==> config.mk <==
export PLATFORM = sky130hd
export DESIGN_NAME = bracket_balance_checker_top
export DESIGN_NICKNAME = d
export VERILOG_FILES = /design/src/bbc_pkg.sv /design/src/bbc_front.sv /design/src/bbc_exec.sv /design/src/bbc_resq.sv /design/src/bracket_balance_checker_top.sv
export SDC_FILE = /design/constraint.sdc
export NUM_CORES = 1
export LEC_CHECK = 0
export BUFFER_PORTS_ARGS = -buffer_cell sky130_fd_sc_hd__buf_2
export CAP_MARGIN = 20
export CORE_ASPECT_RATIO = 1.1
export CORE_UTILIZATION = 57
export CTS_BUF_LIST = sky130_fd_sc_hd__clkbuf_2 sky130_fd_sc_hd__clkbuf_4 sky130_fd_sc_hd__clkbuf_8
export CTS_CLUSTER_SIZE = 24
export DETAILED_ROUTE_END_ITERATION = 10
export PLACE_DENSITY = 0.7
export REMOVE_ABC_BUFFERS = 1
export SLEW_MARGIN = 0
export SYNTH_ARGS = -nofsm -noshare
export SYNTH_HDL_FRONTEND = slang
export SYNTH_SLANG_ARGS = --single-unit
==> constraint.sdc <==
create_clock -name clk -period 5.8 [get_ports clk]
set_clock_uncertainty 0.2 [all_clocks]
set_input_delay 0.58 -clock clk [delete_from_list [all_inputs] [get_ports clk]]
set_output_delay 0.58 -clock clk [all_outputs]
set_load 0.01 [all_outputs]
==> src/bbc_pkg.sv <==
// bracket balance checker: shared constants, codes and item types
// no dependencies; imported by every module of the block
`default_nettype none

package bbc_pkg;

	localparam int STACK_DEPTH = 64;
	localparam int MAX_TOKENS  = 1024;

	localparam int KIND_W   = 3;
	localparam int STATUS_W = 3;
	localparam int POS_W    = 10;
	localparam int CNT_W    = $clog2(STACK_DEPTH + 1);
	localparam int ADDR_W   = $clog2(STACK_DEPTH);

	// token index saturates here
	localparam int POS_TOP_INT = ((MAX_TOKENS - 1) < 1023) ? (MAX_TOKENS - 1) : 1023;
	localparam logic [POS_W-1:0] POS_TOP  = POS_W'(POS_TOP_INT);
	localparam logic [CNT_W-1:0] CNT_FULL = CNT_W'(STACK_DEPTH);

	typedef enum logic [KIND_W-1:0] {
		TK_OTHER        = 3'd0,
		TK_OPEN_SQUARE  = 3'd1,
		TK_OPEN_CURLY   = 3'd2,
		TK_OPEN_ROUND   = 3'd3,
		TK_CLOSE_SQUARE = 3'd4,
		TK_CLOSE_CURLY  = 3'd5,
		TK_CLOSE_ROUND  = 3'd6
	} tok_t;

	typedef enum logic [1:0] {
		BRK_NONE   = 2'd0,
		BRK_SQUARE = 2'd1,
		BRK_CURLY  = 2'd2,
		BRK_ROUND  = 2'd3
	} brk_t;

	typedef enum logic [1:0] {
		OP_NONE  = 2'd0,
		OP_OPEN  = 2'd1,
		OP_CLOSE = 2'd2
	} op_t;

	typedef enum logic [STATUS_W-1:0] {
		ST_BALANCED   = 3'd0,
		ST_BAD_SQUARE = 3'd1,
		ST_BAD_CURLY  = 3'd2,
		ST_BAD_ROUND  = 3'd3,
		ST_TOO_DEEP   = 3'd4
	} status_t;

	// classified token, front to back
	typedef struct packed {
		op_t  op;
		brk_t brk;
		logic starts;
		logic ends;
	} cmd_t;

	// one open-bracket stack entry
	typedef struct packed {
		brk_t             brk;
		logic [POS_W-1:0] pos;
	} entry_t;

	// one result item
	typedef struct packed {
		status_t          status;
		logic [POS_W-1:0] open_pos;
		logic [POS_W-1:0] close_pos;
	} res_t;

endpackage

`default_nettype wire

==> src/bbc_front.sv <==
// bracket balance checker front: input handshake, token classification
// and a two-entry command queue towards the stack engine; uses bbc_pkg
`default_nettype none

module bbc_front (
	input  wire logic                       clk,
	input  wire logic                       arst_n,
	input  wire logic [bbc_pkg::KIND_W-1:0] token_kind,
	input  wire logic                       starts_statement,
	input  wire logic                       ends_statement,
	input  wire logic                       push,
	output logic                            full,
	output bbc_pkg::cmd_t                   cmd,
	output logic                            cmd_valid,
	input  wire logic                       cmd_take
);
	import bbc_pkg::*;

	cmd_t       dec;
	cmd_t       ent_q [2];
	logic       wr_ptr_q;
	logic       rd_ptr_q;
	logic [1:0] cnt_q;
	logic       do_push;
	logic       do_pop;

	// classify the token kind; unused kind counts as other
	always_comb begin
		dec.starts = starts_statement;
		dec.ends   = ends_statement;
		case (token_kind) inside
			[TK_OPEN_SQUARE:TK_OPEN_ROUND]:   dec.op = OP_OPEN;
			[TK_CLOSE_SQUARE:TK_CLOSE_ROUND]: dec.op = OP_CLOSE;
			default:                          dec.op = OP_NONE;
		endcase
		case (token_kind) inside
			TK_OPEN_SQUARE, TK_CLOSE_SQUARE: dec.brk = BRK_SQUARE;
			TK_OPEN_CURLY, TK_CLOSE_CURLY:   dec.brk = BRK_CURLY;
			TK_OPEN_ROUND, TK_CLOSE_ROUND:   dec.brk = BRK_ROUND;
			default:                         dec.brk = BRK_NONE;
		endcase
	end

	assign full      = (cnt_q == 2'd2);
	assign cmd_valid = (cnt_q != 2'd0);
	assign cmd       = ent_q[rd_ptr_q];
	assign do_push   = push && !full;
	assign do_pop    = cmd_take && cmd_valid;

	always_ff @(posedge clk) begin
		if (do_push) begin
			ent_q[wr_ptr_q] <= dec;
		end
	end

	always_ff @(posedge clk or negedge arst_n) begin
		if (!arst_n) begin
			wr_ptr_q <= 1'b0;
			rd_ptr_q <= 1'b0;
			cnt_q    <= 2'd0;
		end else begin
			if (do_push) begin
				wr_ptr_q <= !wr_ptr_q;
			end
			if (do_pop) begin
				rd_ptr_q <= !rd_ptr_q;
			end
			case ({do_push, do_pop})
				2'b10:   cnt_q <= cnt_q + 2'd1;
				2'b01:   cnt_q <= cnt_q - 2'd1;
				default: cnt_q <= cnt_q;
			endcase
		end
	end

endmodule

`default_nettype wire

==> src/bbc_exec.sv <==
// bracket balance checker back: stack engine with the open-bracket memory,
// token numbering and error mark; uses bbc_pkg
`default_nettype none

module bbc_exec (
	input  wire logic          clk,
	input  wire logic          arst_n,
	input  wire bbc_pkg::cmd_t cmd,
	input  wire logic          cmd_valid,
	output logic               cmd_take,
	output bbc_pkg::res_t      res,
	output logic               res_push,
	input  wire logic          res_ready
);
	import bbc_pkg::*;

	entry_t             stack_mem [STACK_DEPTH];
	entry_t             top_q;
	entry_t             below_q;
	logic [CNT_W-1:0]   cnt_q;
	logic [POS_W-1:0]   idx_q;
	logic               err_q;

	logic               fire;
	logic [CNT_W-1:0]   cnt_base;
	logic               err_base;
	logic [POS_W-1:0]   pos;
	logic [CNT_W-1:0]   cnt_d;
	logic [POS_W-1:0]   idx_d;
	logic               err_d;
	entry_t             top_d;
	logic               wr_en;
	entry_t             wr_entry;
	logic [ADDR_W-1:0]  wr_addr;
	logic [ADDR_W-1:0]  rd_addr;
	logic [CNT_W-1:0]   rd_cnt;
	logic               produced;

	assign fire     = cmd_valid && res_ready;
	assign cmd_take = fire;

	always_comb begin
		cnt_base = cmd.starts ? '0 : cnt_q;
		err_base = cmd.starts ? 1'b0 : err_q;
		pos      = cmd.starts ? '0 : idx_q;

		cnt_d    = cnt_q;
		idx_d    = idx_q;
		err_d    = err_q;
		top_d    = top_q;
		wr_en    = 1'b0;
		wr_entry = '{brk: cmd.brk, pos: pos};
		wr_addr  = cnt_base[ADDR_W-1:0];
		produced = 1'b0;
		res      = '{status: ST_BALANCED, open_pos: '0, close_pos: '0};

		if (fire) begin
			cnt_d = cnt_base;
			err_d = err_base;
			idx_d = (pos < POS_TOP) ? pos + 1'b1 : pos;
			if (!err_base) begin
				case (cmd.op)
					OP_OPEN: begin
						if (cnt_base == CNT_FULL) begin
							err_d    = 1'b1;
							produced = 1'b1;
							res      = '{status: ST_TOO_DEEP, open_pos: pos, close_pos: pos};
						end else begin
							wr_en = 1'b1;
							top_d = wr_entry;
							cnt_d = cnt_base + 1'b1;
						end
					end
					OP_CLOSE: begin
						if (cnt_base != '0 && top_q.brk == cmd.brk) begin
							top_d = below_q;
							cnt_d = cnt_base - 1'b1;
						end else begin
							err_d        = 1'b1;
							produced     = 1'b1;
							res.status   = status_t'({1'b0, cmd.brk});
							res.open_pos = (cnt_base != '0) ? top_q.pos : pos;
							res.close_pos = pos;
						end
					end
					default: begin
					end
				endcase
				if (cmd.ends && !err_d) begin
					produced = 1'b1;
				end
			end
		end
	end

	assign res_push = fire && produced;

	// keep the entry below the new top prefetched
	assign rd_cnt  = cnt_d - CNT_W'(2);
	assign rd_addr = rd_cnt[ADDR_W-1:0];

	always_ff @(posedge clk) begin
		if (wr_en) begin
			stack_mem[wr_addr] <= wr_entry;
		end
		below_q <= stack_mem[rd_addr];
		top_q   <= top_d;
	end

	always_ff @(posedge clk or negedge arst_n) begin
		if (!arst_n) begin
			cnt_q <= '0;
			idx_q <= '0;
			err_q <= 1'b0;
		end else begin
			cnt_q <= cnt_d;
			idx_q <= idx_d;
			err_q <= err_d;
		end
	end

	a_cnt_range: assert property (@(posedge clk) disable iff (!arst_n)
		cnt_q <= CNT_FULL)
		else $error("stack count beyond depth");

	a_idx_sat: assert property (@(posedge clk) disable iff (!arst_n)
		idx_q <= POS_TOP)
		else $error("token index beyond saturation point");

	a_err_quiet: assert property (@(posedge clk) disable iff (!arst_n)
		fire && err_q && !cmd.starts |-> !res_push && cnt_d == cnt_q && err_d)
		else $error("item after an error changed state or gave a result");

	a_push_room: assert property (@(posedge clk) disable iff (!arst_n)
		res_push |-> res_ready)
		else $error("result pushed into a full queue");

	a_err_set: assert property (@(posedge clk) disable iff (!arst_n)
		res_push && res.status != ST_BALANCED |=> err_q)
		else $error("error result without error mark");

endmodule

`default_nettype wire

==> src/bbc_resq.sv <==
// bracket balance checker result queue: two-entry queue between the stack
// engine and the result ports; uses bbc_pkg
`default_nettype none

module bbc_resq (
	input  wire logic                         clk,
	input  wire logic                         arst_n,
	input  wire bbc_pkg::res_t                res,
	input  wire logic                         res_push,
	output logic                              res_ready,
	output logic [bbc_pkg::STATUS_W-1:0]      status,
	output logic [bbc_pkg::POS_W-1:0]         open_position,
	output logic [bbc_pkg::POS_W-1:0]         close_position,
	output logic                              empty,
	input  wire logic                         pop
);
	import bbc_pkg::*;

	res_t       ent_q [2];
	res_t       head;
	logic       wr_ptr_q;
	logic       rd_ptr_q;
	logic [1:0] cnt_q;
	logic       do_push;
	logic       do_pop;

	assign res_ready = (cnt_q != 2'd2);
	assign empty     = (cnt_q == 2'd0);
	assign do_push   = res_push && res_ready;
	assign do_pop    = pop && !empty;

	assign head           = ent_q[rd_ptr_q];
	assign status         = head.status;
	assign open_position  = head.open_pos;
	assign close_position = head.close_pos;

	always_ff @(posedge clk) begin
		if (do_push) begin
			ent_q[wr_ptr_q] <= res;
		end
	end

	always_ff @(posedge clk or negedge arst_n) begin
		if (!arst_n) begin
			wr_ptr_q <= 1'b0;
			rd_ptr_q <= 1'b0;
			cnt_q    <= 2'd0;
		end else begin
			if (do_push) begin
				wr_ptr_q <= !wr_ptr_q;
			end
			if (do_pop) begin
				rd_ptr_q <= !rd_ptr_q;
			end
			case ({do_push, do_pop})
				2'b10:   cnt_q <= cnt_q + 2'd1;
				2'b01:   cnt_q <= cnt_q - 2'd1;
				default: cnt_q <= cnt_q;
			endcase
		end
	end

endmodule

`default_nettype wire

==> src/bracket_balance_checker_top.sv <==
// bracket balance checker top level: front, stack engine and result queue
// depends on bbc_pkg, bbc_front, bbc_exec and bbc_resq
`default_nettype none

// channel   | handshake        | accepted when         | payload
// ----------+------------------+-----------------------+-------------------------------------
// token in  | push / full      | push && !full         | token_kind, starts_statement,
//           |                  |                       | ends_statement
// result    | empty / pop      | pop && !empty         | status, open_position, close_position
//
// cycles: one token item per clock sustained while the result queue has room; the engine
//   handles one item per cycle, reading only the prefetched entry below the top of stack
// path: tokens are registered in the command queue, results in the result queue
// reset: clears pointers, counts, token index and error mark, not the stack memory
// stalls: a held-off pop fills the result queue, the engine then stops taking
//   items and the two-entry command queue raises full

module bracket_balance_checker_top (
	input  wire logic                         clk,
	input  wire logic                         arst_n,
	input  wire logic [bbc_pkg::KIND_W-1:0]   token_kind,
	input  wire logic                         starts_statement,
	input  wire logic                         ends_statement,
	input  wire logic                         push,
	output logic                              full,
	output logic [bbc_pkg::STATUS_W-1:0]      status,
	output logic [bbc_pkg::POS_W-1:0]         open_position,
	output logic [bbc_pkg::POS_W-1:0]         close_position,
	output logic                              empty,
	input  wire logic                         pop
);
	import bbc_pkg::*;

	// classified token items waiting for the engine
	cmd_t cmd;
	logic cmd_valid;
	logic cmd_take;

	// result items from the engine
	res_t res;
	logic res_push;
	logic res_ready;

	// front: classify each token and queue it
	bbc_front u_front (
		.clk              (clk),
		.arst_n           (arst_n),
		.token_kind       (token_kind),
		.starts_statement (starts_statement),
		.ends_statement   (ends_statement),
		.push             (push),
		.full             (full),
		.cmd              (cmd),
		.cmd_valid        (cmd_valid),
		.cmd_take         (cmd_take)
	);

	// back: bracket stack, token numbering, first-error detection
	bbc_exec u_exec (
		.clk       (clk),
		.arst_n    (arst_n),
		.cmd       (cmd),
		.cmd_valid (cmd_valid),
		.cmd_take  (cmd_take),
		.res       (res),
		.res_push  (res_push),
		.res_ready (res_ready)
	);

	// output register pair, so a waiting result does not block new tokens
	bbc_resq u_resq (
		.clk            (clk),
		.arst_n         (arst_n),
		.res            (res),
		.res_push       (res_push),
		.res_ready      (res_ready),
		.status         (status),
		.open_position  (open_position),
		.close_position (close_position),
		.empty          (empty),
		.pop            (pop)
	);

endmodule

`default_nettype wire

==> results.md, run 1 <==
- Nature of the critical path endpoint: register
- Pre-antenna DRT Iters: 6
- Cell count after synthesis: 2577
- Post-route insts no fill: between 3000 and 4000
- Area leader, netlist: edfxtp_1
- Outcome: completed
- Slew Limit Fails: 0
- Max-cap violation count: 0
- Vias in the first global route: roughly 22000
- Global-route wire length before repair: 142 mm
- Yosys cell types: between 70 and 80
- Routed Antenna Nets: 0
- H-tree depth: 4
- Slew headroom: 0.232
- Max clock buf depth: 3
- Min cycle time layout: 5.47 ns
- Standard-cell row count: 95
- CTS sink count: slightly below 900
- Layout area overhead: 11.7%
- Reg clk slew, reported paths: 0.07 ns
- Clock buffer count from CTS: roughly 140
- Final setup TNS: 0 ns
- Final HPWL DP: 57.3 mm
- Multi-input logic area: around 0.0086 mm^2
- Via count of the routed design: 23200
- CTS tree: built
- Setup-failing EPs final: 0
- Drt initial violations: 2814
- Sequential fraction of the synthesis area: 0.730
- Grt ovf: 0
- Yosys Warn Count: 0
- DR vias/cell: 6.38
- Worst min-delay path category: input pin to asynchronous set/reset pin
- Prevailing post-synth register cell: edfxtp_1
- Share of cells above drive strength 1: 0.159
- RSZ-0062 raised after global routing: no
- Antenna violations before repair: 4
- Sequential standard cell area: 0.0261 mm^2
- X dimension of the die: between 200 and 250 um
- Clk_lat worst skew: 0.79 ns
- Worst slew pin tran: roughly 1.1 ns
- GP Congestion: 0.901
- Tcrit/Tclk final: 0.943
- # DRC: 0
- Critical path class: register to register
- Top cells by area, synth: edfxtp_1 71%, a21oi_1 5.6%, nand2_1 3.9%, a21o_1 3.1%, a211oi_1 2.8%
- Synth Register Bits: 876
- CP arrival: 5.92 ns
- Fin nets: 2733
- Root cell of the clock tree: clkbuf_8
- Setup bufs post-CTS: 0
- Final hold vios: 0
- Overall Global Routing Usage: 0.306
- Initial Utilization: 0.581
- Synth Cell Area: between 0.03 and 0.04 mm^2
- Startpoint types: register
- Syn_area_per_cell: 13.8 um^2
- Core area: 0.0615 mm^2
- WL per Instance: around 27 um
- Pwr/cell area: 628 mW/mm^2
- IO Count: 34
- Chip Height: 264 um
- Fraction of registers with async set/reset: 0.0297
- Post-synth top area share: 0.705
- Routed WL: approximately 96 mm
- Pleak: about 0.013 uW
- DP Cell Count: 3366
- IO Port Bufs: 33
- Number of synthesized flops with an enable pin: 838
- Worst EP required: 6.25 ns
- Filler cell count: between 4000 and 5000
- Worst Path Max Fanout: 13
- Fmax: around 0.18 GHz
- Pin count of the biggest net entering global routing: 168
- Die area: 0.0636 mm^2
- Worst VDD drop: between 0.6 and 0.7 mV
-- metrics by stage --
step	area, um^2	util	power [uW]	hold WS (ns)	setup WS, ns
2_1_floorplan	34800	-	13100	0.0844	-9.27
3_3_place_gp	36800	0.599	19800	0.278	0.479
3_5_place_dp	37000	0.601	19900	0.297	0.401
4_1_cts	39600	0.645	24900	0.128	0.343
5_1_grt	39900	0.649	26100	0.212	0.116
6_report	39900	0.649	25000	0.174	0.330
-- layout make-up --
cell class | instances | share of cell area
sequential | 876 | 0.653
multi-input combinational | 1497 | 0.216
clock buffer | 189 | 0.0583
timing repair buffer | 177 | 0.0361
tap | 824 | 0.0259
clock inverter | 43 | 0.00668
inverter | 27 | 0.00298
antenna | 3 | 0.000188
-- sequential cells by signal (all words and copies together) (netlist names) --
name	count
u_resq.cnt_q	2
u_exec.top_q	12
u_exec.below_q	12
u_front.wr_ptr_q	1
u_front.cnt_q	2
u_resq.wr_ptr_q	1
u_exec.cnt_q	7
u_exec.err_q	1
u_exec.idx_q	10
u_front.rd_ptr_q	1
u_exec.stack_mem	768
u_front.ent_q	12
u_resq.ent_q	46
u_resq.rd_ptr_q	1
-- worst max-delay path, stage by stage, from the launching register on --
cell	delay, ns
dfrtp_1	0.64
mux2i_1	0.35
inv_1	0.07
ha_1	0.42
a2111oi_4	0.56
nand2_1	0.14
o31ai_1	0.23
a211o_1	0.26
inv_2	0.07
ha_1	0.30
xor2_2	0.24
nand2b_1	0.24
buf_4	0.28
a211oi_1	0.09
o41ai_1	0.86
buf_4	0.25
o2111ai_1	0.10
-- final timing paths --
path	end	slack, ns	cells past startpoint	from
min in group clk	u_resq.cnt_q[1]	0.30	1	u_resq.cnt_q[1]
setup reg to reg	u_exec.below_q[7]	0.33	16	u_front.rd_ptr_q
hold / removal	u_exec.idx_q[5]	0.17	2	arst_n
setup / recovery	u_exec.below_q[7]	0.33	16	u_front.rd_ptr_q
hold reg to reg	u_resq.cnt_q[1]	0.30	1	u_resq.cnt_q[1]
max in group asynchronous	u_resq.rd_ptr_q	4.74	2	arst_n
-- repair_timing --
item,CTS,global route
hold buffers,9,0
endpoints found under the hold margin,40,0
resized for setup,0,0
-- report_power, final --
part           switching (uW)  leakage [uW]  internal (uW)
registers                 252       0.00784           7740
logic                    8270       0.00410           3810
clock network            2340       0.00137           2640
total                   10900        0.0133          14200
-- cell usage after synthesis, types with 3 or more instances --
| library cell | instances |
|---|---|
| buf_6 | 16 |
| xnor2_1 | 14 |
| inv_1 | 22 |
| nor3_1 | 6 |
| nor2_1 | 121 |
| or3_1 | 3 |
| buf_2 | 63 |
| buf_1 | 10 |
| a211oi_1 | 133 |
| a21oi_1 | 401 |
| nand4_1 | 5 |
| nand2b_1 | 6 |
| mux2i_1 | 5 |
| nand3b_1 | 7 |
| a21o_1 | 145 |
| nor2b_1 | 4 |
| dfxtp_1 | 12 |
| o21ai_0 | 31 |
| and3_1 | 8 |
| mux2_2 | 28 |
| nor4_1 | 17 |
| xor2_1 | 9 |
| and2_1 | 4 |
| o22ai_1 | 3 |
| clkbuf_1 | 74 |
| nand3_1 | 35 |
| buf_4 | 14 |
| ha_1 | 8 |
| edfxtp_1 | 838 |
| o41ai_1 | 24 |
| o2111ai_1 | 12 |
| o31ai_1 | 3 |
| a41o_1 | 12 |
| nand2_1 | 371 |
| a211o_1 | 14 |
| a22o_1 | 13 |
| a22oi_1 | 12 |
| dfrtp_1 | 26 |
-- routing by layer --
metal  wire (um)  part of all wire  track usage  vias up
met5          27           0.00028            0        -
li1            -                 -            -    10100
met2       46400              0.48        0.483     1310
met3        9320             0.097       0.0735      203
met4        3640             0.038        0.128        4
met1       37000              0.38        0.408    11600
-- kinds of logic after synthesis --
family                     share of synthesized area
buffers and inverters                         0.0286
AOI/OAI and AO/OA                              0.149
adders and majority gates                    0.00281
DFF                                            0.730
and+or+nand+nor                               0.0712
muxes                                         0.0121
xor gates and xnor gates                     0.00656
-- cell usage in the layout, fill, tap and decap left out, drive strengths merged, types with 15 or more instances in the layout --
cell type / n
o41ai: 26
a21o: 145
a211oi: 134
o21ai: 33
nor4: 18
inv: 32
edfxtp: 838
nor2: 121
clkinv: 35
nand3: 35
a21oi: 401
dfrtp: 26
buf: 168
nand2: 372
xnor2: 15
mux2: 29
clkbuf: 189
(Power assumes the default switching activity.)
==> run 2, diff against run 1 <==
--- a/config.mk
+++ b/config.mk
@@ -18,3 +18,4 @@
 export SYNTH_ARGS = -nofsm -noshare
 export SYNTH_HDL_FRONTEND = slang
+export SYNTH_HIERARCHICAL = 1
 export SYNTH_SLANG_ARGS = --single-unit
==> constraint.sdc (replaced) <==
create_clock -name clk -period 5.8 [get_ports clk]
set_clock_uncertainty 0.2 [all_clocks]
set_input_delay 1.16 -clock clk [delete_from_list [all_inputs] [get_ports clk]]
set_output_delay 1.16 -clock clk [all_outputs]
set_load 0.01 [all_outputs]
==> run 2 against run 1 <==
  * Design area up 3.3%
  * Sequential power is 0.8% lower
  * Total power down 6.8%
  * Highest routed layer is now met4
  * Global-route usage shrank 2.3 points
  * First-iteration DRC count decreased by 20%
  * Area after synthesis rose by 2.5%
  * Cell count fell by 4.5%
  * Via count decreased by 6.7%
  * Non-clock buffer count is 19 higher
  * Synthesized cell count decreased by 8.9%
  * The run now ends with design-rule violations left
  * Die area increased by 2.5%
  * Count of clock-buffer cells in the layout grew 17
==> results.md, run 2 <==
- Chip Height: 268 um
- Pin count of the biggest net entering global routing: 215
- RSZ-0062 raised after global routing: no
- Share of cells above drive strength 1: 0.222
- Cell count after synthesis: roughly 2300
- Prevailing post-synth register cell: edfxtp_1
- Slew Limit Fails: 0
- Clk_lat worst skew: 0.79 ns
- Drt initial violations: 2248
- Synth top cells by count: 838 x edfxtp_1, 287 x mux2i_1, 231 x nand2_1, 198 x nor2_1, 110 x mux2_2
- CP max stage cell: o41ai_1
- Final hold vios: 0
- Synth Cell Area: between 0.03 and 0.04 mm^2
- Min cycle time layout: 5.53 ns
- Clock buffer count from CTS: 139
- Pwr/cell area: 567 mW/mm^2
- Yosys Warn Count: 6
- Worst VDD drop: 0.511 mV
- GP Congestion: about 0.95
- IO Count: 34
- Initial Utilization: 0.575
- Overall Global Routing Usage: 0.283
- Max reg flops: approximately 770
- Die area: roughly 0.065 mm^2
- Top cell by count, worst path: a21oi_1
- Count leader, synth: edfxtp_1
- Most common cell after layout, fill and taps aside: edfxtp_1
- WL per Instance: 26.3 um
- Grt ovf: 0
- Max clock buf depth: 3
- Via count of the routed design: 21600
- Pre-antenna DRT Iters: 9
- Setup-failing EPs final: 0
- Crit-path cells: mux2_2, nand2b_1, ha_1, nor4b_1, a21oi_1, a21oi_1, o21ai_0, a222oi_1, buf_4, ha_4, xor2_4, buf_12, a2111oi_0, o41ai_1, o2111ai_1
- Antenna violations before repair: 5
- Sequential fraction of the synthesis area: 0.713
- Int Power: 14100 uW
- Number of synthesized flops with an enable pin: 838
- IO Port Bufs: 33
- Worst Path Max Fanout: 40
- Filler cell count: about 4600
- Global-route wire length before repair: 135 mm
- Setup bufs post-CTS: 0
- DP Cell Count: around 3200
- Area leader, netlist: edfxtp_1
- Net Switching: 9270 uW
- CTS sink count: about 900
- CP arrival: 5.95 ns
- Layout area overhead: 12.6%
- Worst EP required: 6.22 ns
- Comb pwr share: 0.444
- Startpoint types: register
- Synth Register Bits: 876
- Reg clk slew, reported paths: 0.06 ns
- Outcome: complete, but fails checks
- Fin nets: 2542
- Post-synth top area share: 0.688
- Most frequent cells in the layout: 838 x edfxtp_1, 287 x mux2i_1, 231 x nand2_1
- Final HPWL DP: 54.3 mm
- DR vias/cell: 6.23
- Core area: 0.0636 mm^2
- H-tree depth: 4
- Seq pwr share: 0.339
- Routed Antenna Nets: 0
- Worst slew pin tran: around 1.1 ns
- Biggest regs: u_exec/stack_mem: 768 flops, u_resq/ent_q: 46 flops
- Post-route insts no fill: about 3500
- Standard-cell row count: 97
- Pleak: 0.0135 uW
- Fmax: between 0.15 and 0.2 GHz
- Routed WL: 91.4 mm
- # DRC: 2
- X dimension of the die: about 240 um
- Tcrit/Tclk final: 0.954
- Fraction of registers with async set/reset: 0.0297
- Slew headroom: 0.235
- Final core occ: 0.648
- Worst min-delay path category: input pin to asynchronous set/reset pin
- Root cell of the clock tree: clkbuf_8
- Syn_area_per_cell: 15.6 um^2
- Nature of the critical path endpoint: register
- Failing checks: design-rule violations
- Net Sw Frac: 0.397
- Vias in the first global route: 21500
- Max incr delay on CP: ~1.1 ns
- Yosys cell types: 77
- Critical path class: register to register
- Top cells by area, synth: edfxtp_1 69%, mux2i_1 7.9%, mux2_2 3.4%, nand2_1 2.4%, and4_1 2.3%
- Most flop-heavy register: u_exec/stack_mem
- Clock power share: 0.217
- CTS tree: built
- Max-cap violation count: 0
run 2: changes by cell type after synthesis, moves of 21 or more:
cell,before,now
a211oi_1,133,2
a21o_1,145,1
a2111oi_0,0,96
mux2_2,28,110
buf_2,63,42
nand3_1,35,12
mux2i_1,5,287
and4_1,0,97
nand2_1,371,231
a21oi_1,401,8
nor2_1,121,198
run 2: power by group through the flow:
| stage | combinational (uW) | sequential, uW | clock (uW) |
|---|---|---|---|
| CTS | 10200 | 7920 | 5150 |
| global route | 10900 | 7940 | 5420 |
| floorplan | 5250 | 7960 | 0 |
| finish | 10400 | 7930 | 5060 |
| global placement | 9990 | 8040 | 0 |
| detailed placement | 10200 | 8050 | 0 |
run 2: per-stage QoR:
step	setup slack, ns	cell area, um^2	TNS [ns]	hold WS [ns]	total power [uW]
after floorplan	-10.06	35800	-132.96	0.254	13200
after global placement	0.551	38300	0	0.256	18000
after detailed placement	0.453	38400	0	0.263	18200
after CTS	0.390	41000	0	0.175	23300
after global routing	0.0492	41200	0	0.219	24300
final	0.268	41200	0	0.209	23400
run 2: area by class of cell:
| type | count | area (um^2) | share of cell area |
|---|---|---|---|
| diodes | 4 | 10.0 | 0.000243 |
| inverters | 21 | 78.8 | 0.00191 |
| clock inverters | 35 | 208 | 0.00504 |
| clock buffers | 206 | 2470 | 0.0599 |
| well taps | 841 | 1050 | 0.0256 |
| multi-input cells | 1292 | 9730 | 0.236 |
| flip-flops and latches | 876 | 26100 | 0.633 |
| repair buffers | 196 | 1590 | 0.0386 |
run 2: worst paths after layout:
| path | slack, ns | cells after the start | to | startpoint |
|---|---|---|---|---|
| max | 0.27 | 15 | u_exec/below_q[1] | u_front/rd_ptr_q |
| max reg2reg | 0.27 | 15 | u_exec/below_q[1] | u_front/rd_ptr_q |
| min in group clk | 0.27 | 1 | u_resq/rd_ptr_q | u_resq/rd_ptr_q |
| min reg2reg | 0.27 | 1 | u_resq/rd_ptr_q | u_resq/rd_ptr_q |
| max in group asynchronous | 4.75 | 1 | u_exec/idx_q[7] | arst_n |
| min | 0.21 | 1 | u_exec/cnt_q[0] | arst_n |
run 2: layer usage:
layer	share of wire	up-vias	track usage
met5	0	-	0
met2	0.49	933	0.462
li1	-	9495	-
met4	0.032	0	0.111
met3	0.079	171	0.0589
met1	0.40	11000	0.375
run 2: timing repair:
item,CTS,global route
gates resized for setup,0,2
hold endpoints to repair,0,0
hold buffers,0,0
setup endpoints to repair,0,2
run 2: kinds of logic (layout without fill, tap and decap cells):
| logic type | Yosys count | count (layout) | synth area share |
|---|---|---|---|
| xor gates and xnor gates | 24 | 24 | 0.00595 |
| DFF | 876 | 876 | 0.713 |
| muxes | 417 | 417 | 0.121 |
| AOI/OAI and AO/OA | 220 | 220 | 0.0504 |
| other | 0 | 4 | 0 |
| adders and majority gates | 7 | 7 | 0.00240 |
| and+or+nand+nor | 624 | 624 | 0.0847 |
| buffers and inverters | 179 | 458 | 0.0235 |
run 2: worst max-delay path: cells and delay by family (launching register included):
kind                     cells  cell delay [ns]
AND/OR/NAND/NOR              2             0.64
XOR/XNOR                     1             0.38
multiplexers                 1             0.29
buffers and inverters        2             0.49
flip-flops                   1             0.49
AO/OA/AOI/OAI                7             2.33
adder cells (fa/ha/maj)      2             0.53
